### src/hw/rtl/stok_pkg.sv
package stok_pkg;

  localparam int PositionBitsDefault = 16;
  localparam int QueueDepthDefault = 4;

  typedef enum logic [2:0] {
    MODE_IDLE   = 3'd0,
    MODE_OPER   = 3'd1,
    MODE_NUMBER = 3'd2,
    MODE_IDENT  = 3'd3,
    MODE_STRING = 3'd4,
    MODE_DROP   = 3'd5
  } mode_t;

  localparam logic [4:0] KIND_EQEQ       = 5'd10;
  localparam logic [4:0] KIND_EQ         = 5'd11;
  localparam logic [4:0] KIND_ASSIGN     = 5'd12;
  localparam logic [4:0] KIND_COLON      = 5'd13;
  localparam logic [4:0] KIND_LE         = 5'd14;
  localparam logic [4:0] KIND_LT         = 5'd15;
  localparam logic [4:0] KIND_GE         = 5'd16;
  localparam logic [4:0] KIND_GT         = 5'd17;
  localparam logic [4:0] KIND_KW_IF      = 5'd18;
  localparam logic [4:0] KIND_KW_FN      = 5'd19;
  localparam logic [4:0] KIND_KW_FOR     = 5'd20;
  localparam logic [4:0] KIND_KW_RETURN  = 5'd21;
  localparam logic [4:0] KIND_INTEGER    = 5'd22;
  localparam logic [4:0] KIND_STRING     = 5'd23;
  localparam logic [4:0] KIND_IDENT      = 5'd24;
  localparam logic [4:0] KIND_END        = 5'd25;
  localparam logic [4:0] KIND_BAD_STRING = 5'd26;
  localparam logic [4:0] KIND_BAD_CHAR   = 5'd27;

  // token record, highest field first when packed
  typedef struct packed {
    logic        last;
    logic [15:0] column;
    logic [15:0] line;
    logic [15:0] length;
    logic [15:0] start;
    logic [4:0]  kind;
  } token_t;

  localparam int TokenBits = $bits(token_t);

  // single-char punctuation code, 31 when none
  function automatic logic [4:0] single_code(input logic [7:0] c);
    case (c)
      8'h3b:   single_code = 5'd0;
      8'h29:   single_code = 5'd1;
      8'h28:   single_code = 5'd2;
      8'h7b:   single_code = 5'd3;
      8'h7d:   single_code = 5'd4;
      8'h2c:   single_code = 5'd5;
      8'h2b:   single_code = 5'd6;
      8'h2d:   single_code = 5'd7;
      8'h2a:   single_code = 5'd8;
      8'h2f:   single_code = 5'd9;
      default: single_code = 5'd31;
    endcase
  endfunction

  function automatic logic [4:0] held_kind(input logic [7:0] h, input logic eq);
    case (h)
      8'h3d:   held_kind = eq ? KIND_EQEQ : KIND_EQ;
      8'h3a:   held_kind = eq ? KIND_ASSIGN : KIND_COLON;
      8'h3c:   held_kind = eq ? KIND_LE : KIND_LT;
      default: held_kind = eq ? KIND_GE : KIND_GT;
    endcase
  endfunction

  function automatic logic [15:0] sat16(input logic [15:0] v, input logic [4:0] by);
    logic [16:0] s;
    s = {1'b0, v} + {12'd0, by};
    sat16 = s[16] ? 16'hffff : s[15:0];
  endfunction

endpackage

### src/hw/rtl/stok_front.sv
module stok_front import stok_pkg::*; #(
  parameter int PositionBits = PositionBitsDefault
) (
  input  logic         clk,
  input  logic         rst,
  input  logic [4:0]   tab_advance,
  input  logic         in_valid,
  input  logic [7:0]   in_byte,
  input  logic         in_eos,
  output logic         in_ready,
  output logic [1:0]   emit_count,
  output token_t [2:0] emit_tok,
  input  logic         space_ok
);

  localparam logic [PositionBits-1:0] PosMax = '1;

  mode_t                   mode, mode_next;
  logic [7:0]              held;
  logic [PositionBits-1:0] pos, ostart, olen;
  logic [15:0]             cline, ccol, oline, ocol;
  logic [47:0]             win;
  logic                    drop;

  logic [7:0]              held_next;
  logic [PositionBits-1:0] pos_next, ostart_next, olen_next;
  logic [15:0]             cline_next, ccol_next, oline_next, ocol_next;
  logic [47:0]             win_next;
  logic                    drop_next;

  function automatic logic [PositionBits-1:0] pinc(input logic [PositionBits-1:0] v);
    pinc = (v == PosMax) ? v : v + 1'b1;
  endfunction

  function automatic logic [15:0] p16(input logic [PositionBits-1:0] v);
    logic [PositionBits+15:0] w;
    w = {16'd0, v};
    p16 = w[15:0];
  endfunction

  assign in_ready = space_ok;
  wire fire = in_valid && in_ready;

  wire c = 1'b0;
  wire is_digit = in_byte >= 8'h30 && in_byte <= 8'h39;
  wire is_alpha = (in_byte >= 8'h61 && in_byte <= 8'h7a) || (in_byte >= 8'h41 && in_byte <= 8'h5a);
  wire is_space = in_byte == 8'h20 || (in_byte >= 8'd9 && in_byte <= 8'd13);
  wire is_oper = in_byte == 8'h3d || in_byte == 8'h3a || in_byte == 8'h3c || in_byte == 8'h3e;

  function automatic logic [4:0] word_kind(input logic [PositionBits-1:0] l,
                                           input logic [47:0] w);
    if (l == 2 && w == 48'h6966) word_kind = KIND_KW_IF;
    else if (l == 2 && w == 48'h666e) word_kind = KIND_KW_FN;
    else if (l == 3 && w == 48'h666f72) word_kind = KIND_KW_FOR;
    else if (l == 6 && w == 48'h72657475726e) word_kind = KIND_KW_RETURN;
    else word_kind = KIND_IDENT;
  endfunction

  token_t [2:0] tk;
  logic [1:0]   n;

  always_comb begin
    logic done;
    logic [4:0] sc;
    token_t t;
    mode_next = mode; held_next = held; pos_next = pos; cline_next = cline;
    ccol_next = ccol; ostart_next = ostart; olen_next = olen; oline_next = oline;
    ocol_next = ocol; win_next = win; drop_next = drop;
    tk = '0; n = 2'd0; done = 1'b0; t = '0;
    sc = single_code(in_byte);

    case (mode)
      MODE_OPER: begin
        t.kind = held_kind(held, in_byte == 8'h3d);
        t.start = p16(ostart); t.line = oline; t.column = ocol;
        t.length = (in_byte == 8'h3d) ? 16'd2 : p16(olen);
        if (in_byte == 8'h3d) begin
          olen_next = PositionBits'(2);
          done = 1'b1;
        end
        tk[n] = t; n = n + 2'd1;
        mode_next = MODE_IDLE;
      end
      MODE_NUMBER: begin
        if (is_digit) begin
          olen_next = pinc(olen); done = 1'b1;
        end else begin
          t.kind = KIND_INTEGER; t.start = p16(ostart); t.length = p16(olen);
          t.line = oline; t.column = ocol;
          tk[n] = t; n = n + 2'd1; mode_next = MODE_IDLE;
        end
      end
      MODE_IDENT: begin
        if (is_digit || is_alpha) begin
          olen_next = pinc(olen); win_next = {win[39:0], in_byte}; done = 1'b1;
        end else begin
          t.kind = word_kind(olen, win); t.start = p16(ostart); t.length = p16(olen);
          t.line = oline; t.column = ocol;
          tk[n] = t; n = n + 2'd1; mode_next = MODE_IDLE;
        end
      end
      MODE_STRING: begin
        if (in_byte == 8'h22) begin
          t.kind = KIND_STRING; t.start = p16(ostart); t.length = p16(olen);
          t.line = oline; t.column = ocol;
          tk[n] = t; n = n + 2'd1; mode_next = MODE_IDLE;
        end else olen_next = pinc(olen);
        done = 1'b1;
      end
      MODE_IDLE: ;
      default: done = 1'b1;
    endcase

    if (!done && !is_space) begin
      t = '0; t.start = p16(pos); t.length = 16'd1; t.line = cline; t.column = ccol;
      if (sc != 5'd31) begin
        t.kind = sc; tk[n] = t; n = n + 2'd1;
      end else if (is_oper) begin
        held_next = in_byte; ostart_next = pos; olen_next = PositionBits'(1);
        oline_next = cline; ocol_next = ccol; mode_next = MODE_OPER;
      end else if (is_digit) begin
        ostart_next = pos; olen_next = PositionBits'(1);
        oline_next = cline; ocol_next = ccol; mode_next = MODE_NUMBER;
      end else if (is_alpha) begin
        ostart_next = pos; olen_next = PositionBits'(1); win_next = {40'd0, in_byte};
        oline_next = cline; ocol_next = ccol; mode_next = MODE_IDENT;
      end else if (in_byte == 8'h22) begin
        ostart_next = pinc(pos); olen_next = '0;
        oline_next = cline; ocol_next = ccol; mode_next = MODE_STRING;
      end else begin
        t.kind = KIND_BAD_CHAR; tk[n] = t; n = n + 2'd1;
        mode_next = MODE_DROP; drop_next = 1'b1;
      end
    end

    if (in_byte == 8'h0a) begin
      cline_next = sat16(cline, 5'd1); ccol_next = 16'd1;
    end else if (in_byte == 8'h09) ccol_next = sat16(ccol, tab_advance);
    else ccol_next = sat16(ccol, 5'd1);
    pos_next = pinc(pos);

    if (in_eos) begin
      t = '0; t.start = p16(ostart_next); t.length = p16(olen_next);
      t.line = oline_next; t.column = ocol_next;
      case (mode_next)
        MODE_OPER: begin t.kind = held_kind(held_next, 1'b0); tk[n] = t; n = n + 2'd1; end
        MODE_NUMBER: begin t.kind = KIND_INTEGER; tk[n] = t; n = n + 2'd1; end
        MODE_IDENT: begin
          t.kind = word_kind(olen_next, win_next); tk[n] = t; n = n + 2'd1;
        end
        MODE_STRING: begin t.kind = KIND_BAD_STRING; tk[n] = t; n = n + 2'd1; end
        default: ;
      endcase
      t = '0; t.kind = KIND_END; t.start = p16(pos_next);
      t.line = cline_next; t.column = ccol_next;
      tk[n] = t; n = n + 2'd1;
      mode_next = MODE_IDLE; held_next = '0; pos_next = '0; cline_next = 16'd1;
      ccol_next = 16'd1; ostart_next = '0; olen_next = '0; oline_next = 16'd1;
      ocol_next = 16'd1; win_next = '0; drop_next = 1'b0;
    end
    if (n != 2'd0) tk[n-2'd1].last = 1'b1;
    tk[0].last = tk[0].last | c;
  end

  assign emit_count = fire ? n : 2'd0;
  assign emit_tok = tk;

  always_ff @(posedge clk) begin
    if (rst) begin
      mode <= MODE_IDLE; held <= '0; pos <= '0; cline <= 16'd1; ccol <= 16'd1;
      ostart <= '0; olen <= '0; oline <= 16'd1; ocol <= 16'd1; win <= '0; drop <= 1'b0;
    end else if (fire) begin
      mode <= mode_next; held <= held_next; pos <= pos_next; cline <= cline_next;
      ccol <= ccol_next; ostart <= ostart_next; olen <= olen_next; oline <= oline_next;
      ocol <= ocol_next; win <= win_next; drop <= drop_next;
    end
  end

endmodule

### src/hw/rtl/stok_queue.sv
module stok_queue import stok_pkg::*; (
  input  logic         clk,
  input  logic         rst,
  input  logic [1:0]   push_count,
  input  token_t [2:0] push_tok,
  output logic         space_ok,
  output logic         out_valid,
  output token_t       out_tok,
  input  logic         out_ready
);

  localparam int Depth = QueueDepthDefault;
  localparam int Aw = $clog2(Depth);

  token_t [Depth-1:0] mem;
  logic [Aw-1:0]      rd, wr;
  logic [Aw:0]        cnt;

  wire pop = out_valid && out_ready;
  assign out_valid = cnt != '0;
  assign out_tok = mem[rd];
  assign space_ok = cnt <= (Aw+1)'(Depth - 3);

  always_ff @(posedge clk) begin
    for (int i = 0; i < 3; i++)
      if (i < push_count) mem[wr + Aw'(i)] <= push_tok[i];
  end

  always_ff @(posedge clk) begin
    if (rst) begin
      rd <= '0; wr <= '0; cnt <= '0;
    end else begin
      wr <= wr + Aw'(push_count);
      if (pop) rd <= rd + 1'b1;
      cnt <= cnt + (Aw+1)'(push_count) - (Aw+1)'(pop);
    end
  end

endmodule

### src/hw/rtl/source_tokenizer.sv
// Tokens are written into the token queue as the byte that completes them is taken.
// Throughput: one byte per cycle while the four-entry token queue holds at most
// one token; the queue drains one token per cycle while m_tready is high, so a
// byte giving two or three tokens stalls the next byte.
// Reset: synchronous rst returns the scanner to line 1, column 1, offset 0,
// tab_advance to 4, and empties the queue.
module source_tokenizer import stok_pkg::*; #(
  parameter int PositionBits = PositionBitsDefault
) (
  input  logic        clk,
  input  logic        rst,
  input  logic        s_tvalid,
  output logic        s_tready,
  input  logic [7:0]  s_tdata,   // source_byte
  input  logic        s_tlast,   // end_of_source
  output logic        m_tvalid,
  input  logic        m_tready,
  output logic [71:0] m_tdata,   // token_kind, token_start, token_length, token_line,
                                 // token_column, zero fill
  output logic        m_tlast,   // run_last
  input  logic        cfg_valid,
  output logic        cfg_ready,
  input  logic [4:0]  cfg_data   // tab_advance
);

  logic [4:0]   tab;
  logic [1:0]   cnt;
  token_t [2:0] tk;
  token_t       ot;
  logic         space_ok;

  assign cfg_ready = 1'b1;
  always_ff @(posedge clk) begin
    if (rst) tab <= 5'd4;
    else if (cfg_valid) tab <= cfg_data;
  end

  stok_front #(.PositionBits(PositionBits)) u_front (
    .clk, .rst, .tab_advance(tab), .in_valid(s_tvalid), .in_byte(s_tdata),
    .in_eos(s_tlast), .in_ready(s_tready), .emit_count(cnt), .emit_tok(tk),
    .space_ok(space_ok)
  );

  stok_queue u_queue (
    .clk, .rst, .push_count(cnt), .push_tok(tk), .space_ok(space_ok),
    .out_valid(m_tvalid), .out_tok(ot), .out_ready(m_tready)
  );

  assign m_tdata = {3'd0, ot.column, ot.line, ot.length, ot.start, ot.kind};
  assign m_tlast = ot.last;

endmodule

### config.mk
export PLATFORM = sky130hd
export DESIGN_NAME = source_tokenizer
export DESIGN_NICKNAME = d
export VERILOG_FILES = /design/src/hw/rtl/stok_pkg.sv /design/src/hw/rtl/stok_front.sv /design/src/hw/rtl/stok_queue.sv /design/src/hw/rtl/source_tokenizer.sv
export SDC_FILE = /design/constraint.sdc
export NUM_CORES = 2
export LEC_CHECK = 0
export ABC_AREA = 1
export BUFFER_PORTS_ARGS = -buffer_cell sky130_fd_sc_hd__clkbuf_2
export CORE_ASPECT_RATIO = 1.4
export CORE_UTILIZATION = 35
export DETAILED_ROUTE_END_ITERATION = 6
export HOLD_SLACK_MARGIN = 0.1
export SYNTH_ARGS = -nofsm -noshare
export SYNTH_HDL_FRONTEND = slang
export SYNTH_SLANG_ARGS = --single-unit
### constraint.sdc
create_clock -name clk -period 10 [get_ports clk]
set_input_delay 0.5 -clock clk [delete_from_list [all_inputs] [get_ports clk]]
set_output_delay 0.5 -clock clk [all_outputs]
set_load 0.005 [all_outputs]
==> metrics.txt <==
status=finished with violations; failing checks=DRC; Filler cells=10500; Setup Slack @ Placement=about 2300 ps; die footprint=98200 sq um; H-Tree Depth=2; CP startpoint kind=input port; CP Class=in -> reg; first-pass GRT wire length=225000 um; placement row count=134; WHS=~150 ps; core area=95700 sq um; CTS resizes=0; Setup Buffers After CTS=0; worst min-delay path class=in -> reg; critical path endpoint category=flop; Slew @ Worst Pin=~1200 ps; Post-DRT Antenna Nets=0; f_max=0.139 GHz; synthesized area per cell=5.87 sq um; DRT Pass-1 Iters=7; TritonCTS buffer count=52; post-synthesis sequential area ratio=27.3%; Arr. time, crit path=between 7000 and 8000 ps; ys flop type=dfxtp_1; final worst path period share=71.9%; TritonCTS clock tree=yes; asr flop ratio synth=0%; dominant cells by area after synthesis=dfxtp_1, nand2_1, o21ai_0, a21oi_1, nor2_1; PD cells=225 nW/um^2; die height=between 300 and 400 um; share of layout cells above drive strength 1=roughly 6.7%; leakage power=15.5 nW; starting density of the core=35.4%; # clock sinks=463; vias in the first global route=between 30000 and 40000; clock-pin slew on the worst setup and hold paths=60 ps; fin area=36700 sq um; peak supply drop=0.000178 V; clk_lat worst skew=around 660 ps; RePlAce Congestion=0.953; placed insts=6821; clock tree buffer depth=3; fin util=38.3%; vias=40400; endpoints failing setup=0; RSZ-0062 raised after global routing=false; port bufs=90; fin nets=5630; Clock Skew=31.7 ps; setup TNS=0 ps; gr ovfl total=0; Design Power=8.24 mW; Vias/cell=approximately 5.8; Syn Inst Count=roughly 5800; critical path's slowest cell=buf_4; Area growth, synth to finish=8.18%; drt total wl=149000 um; Fin. Hold Viols=0; Hold Buf Count CTS=5; I/O Pins=95; CP peak stage delay=750 ps; Yosys warning count=0; Die Wd=265 um; CP Data Required Time=around 11000 ps; 1st-iter DRT viols=4835; DRC errors left=1; share of the synthesized area in the top cell type=a little over a quarter; largest net degree at the start of global routing=83; max-slew violations=0; Yosys reg bits=between 400 and 500; initial antenna violation count=3; setup ws final=2810 ps; maxcap violations=0; Cell Count, Final, Fillers Out=between 6000 and 7000; leading area contributor after synthesis=dfxtp_1; distinct cell type count after synthesis=68; Post-synth EDFFs=0; Slew Limit Headroom=16.9%; post-DP HPWL=92400 um; WL per Instance=21.5 um; Total GRT Usage=between 20% and 30%; worst-path fanout max=between 60 and 70; Period minus WS final=7190 ps; Post-Syn Area=~34000 sq um; root buf cell=clkbuf_16; Post-Place Cell Area=34900 sq um
[sequential cells by signal, indices dropped and copies added, names as in the netlist]
| signal | cells |
|---|---|
| tab | 5 |
| u_front.ccol | 16 |
| u_front.cline | 16 |
| u_front.held | 8 |
| u_front.mode | 3 |
| u_front.ocol | 16 |
| u_front.olen | 16 |
| u_front.oline | 16 |
| u_front.ostart | 16 |
| u_front.pos | 16 |
| u_front.win | 48 |
| u_queue.cnt | 3 |
| u_queue.mem | 280 |
| u_queue.rd | 2 |
| u_queue.wr | 2 |
[logic make-up after synthesis]
group / after synthesis / share of synthesized area (%)
buffers and inverters: 874 / 10.3
AND/OR/NAND/NOR: 2860 / 34.9
adder cells (fa/ha/maj): 23 / 0.892
XOR/XNOR: 40 / 1.03
other: 2 / 0.0221
AO/OA/AOI/OAI: 1516 / 25.5
flip-flops: 463 / 27.3
[final timing paths]
| path | start | endpoint | slack, ps | cells past startpoint |
|---|---|---|---|---|
| setup reg to reg | u_front.mode[0] | u_queue.mem[84] | 3040 | 23 |
| setup / recovery | s_tdata[3] | u_queue.mem[84] | 2810 | 26 |
| hold / removal | cfg_valid | tab[2] | 150 | 3 |
| hold reg to reg | u_front.win[17] | u_front.win[17] | 470 | 2 |
[cell usage after synthesis, types with 3 or more instances]
library cell  count
o21a_1            6
nand4_1          40
ha_1             21
o31ai_1           4
nand3b_1         10
o22ai_1         113
nor4_1           30
inv_2            28
nor2_4            9
or2_2            16
dfxtp_1         463
buf_6             7
nand2_2          13
a221oi_1          3
a31oi_1          26
nor2_2           16
a32oi_1           6
o21ai_1          26
buf_2            94
o221ai_1         18
nor3_1           52
buf_1            40
o211ai_1        185
buf_4            15
a21oi_1         500
a22oi_1          43
xnor2_1           4
xor2_1           36
clkbuf_1        253
a211oi_1         18
clkinv_1          4
nand3_1         350
nor2_1          482
o211a_1           5
inv_1           431
a22o_1            3
nand3_4           4
a211oi_2          6
nand2_1        1815
nand3_2           7
o21ai_0         534
nand2_4           6
[critical path, delay by kind of cell]
| family | cells | cell delay [ps] |
|---|---|---|
| buf+inv | 7 | 2160 |
| compound gates | 5 | 1190 |
| fa+ha+maj | 2 | 580 |
| simple gates | 12 | 3150 |
[layout by cell type, fill, tap and decap left out, types with 36 or more instances in the layout]
master     instances
nor2_1           479
nand2_1         1813
nor3_1            52
nand4_1           40
clkbuf_2          88
xor2_1            36
inv_1            427
o22ai_1          113
a22oi_1           43
a21oi_1          500
o211ai_1         185
dfxtp_1          461
clkbuf_16         53
buf_4             68
o21ai_0          534
nand3_1          350
[area by class of cell]
| class | instances | area [sq um] | share of cell area, % |
|---|---|---|---|
| multi-input combinational | 4443 | 21200 | 57.9 |
| clock buffer | 70 | 1490 | 4.06 |
| inverter | 464 | 1750 | 4.78 |
| antenna | 2 | 5.00 | 0.0136 |
| timing repair buffer | 164 | 1040 | 2.83 |
| clock inverter | 26 | 283 | 0.770 |
| sequential | 463 | 9270 | 25.3 |
| tap | 1292 | 1620 | 4.40 |
[power by group]
| part | switching [mW] | leakage (nW) | internal [mW] |
|---|---|---|---|
| Combinational | 2.52 | 10.8 | 1.09 |
| Clock | 0.918 | 0.886 | 1.16 |
| Sequential | 0.246 | 3.79 | 2.32 |
| Total | 3.68 | 15.5 | 4.56 |
[layer usage]
metal  share of wire, %  track usage (%)
met5              0.036            0.295
met4                5.4             15.4
met3                9.5             4.85
met2                 46             49.1
met1                 39             35.7
No activity file was read; power rests on OpenSTA's default activity.
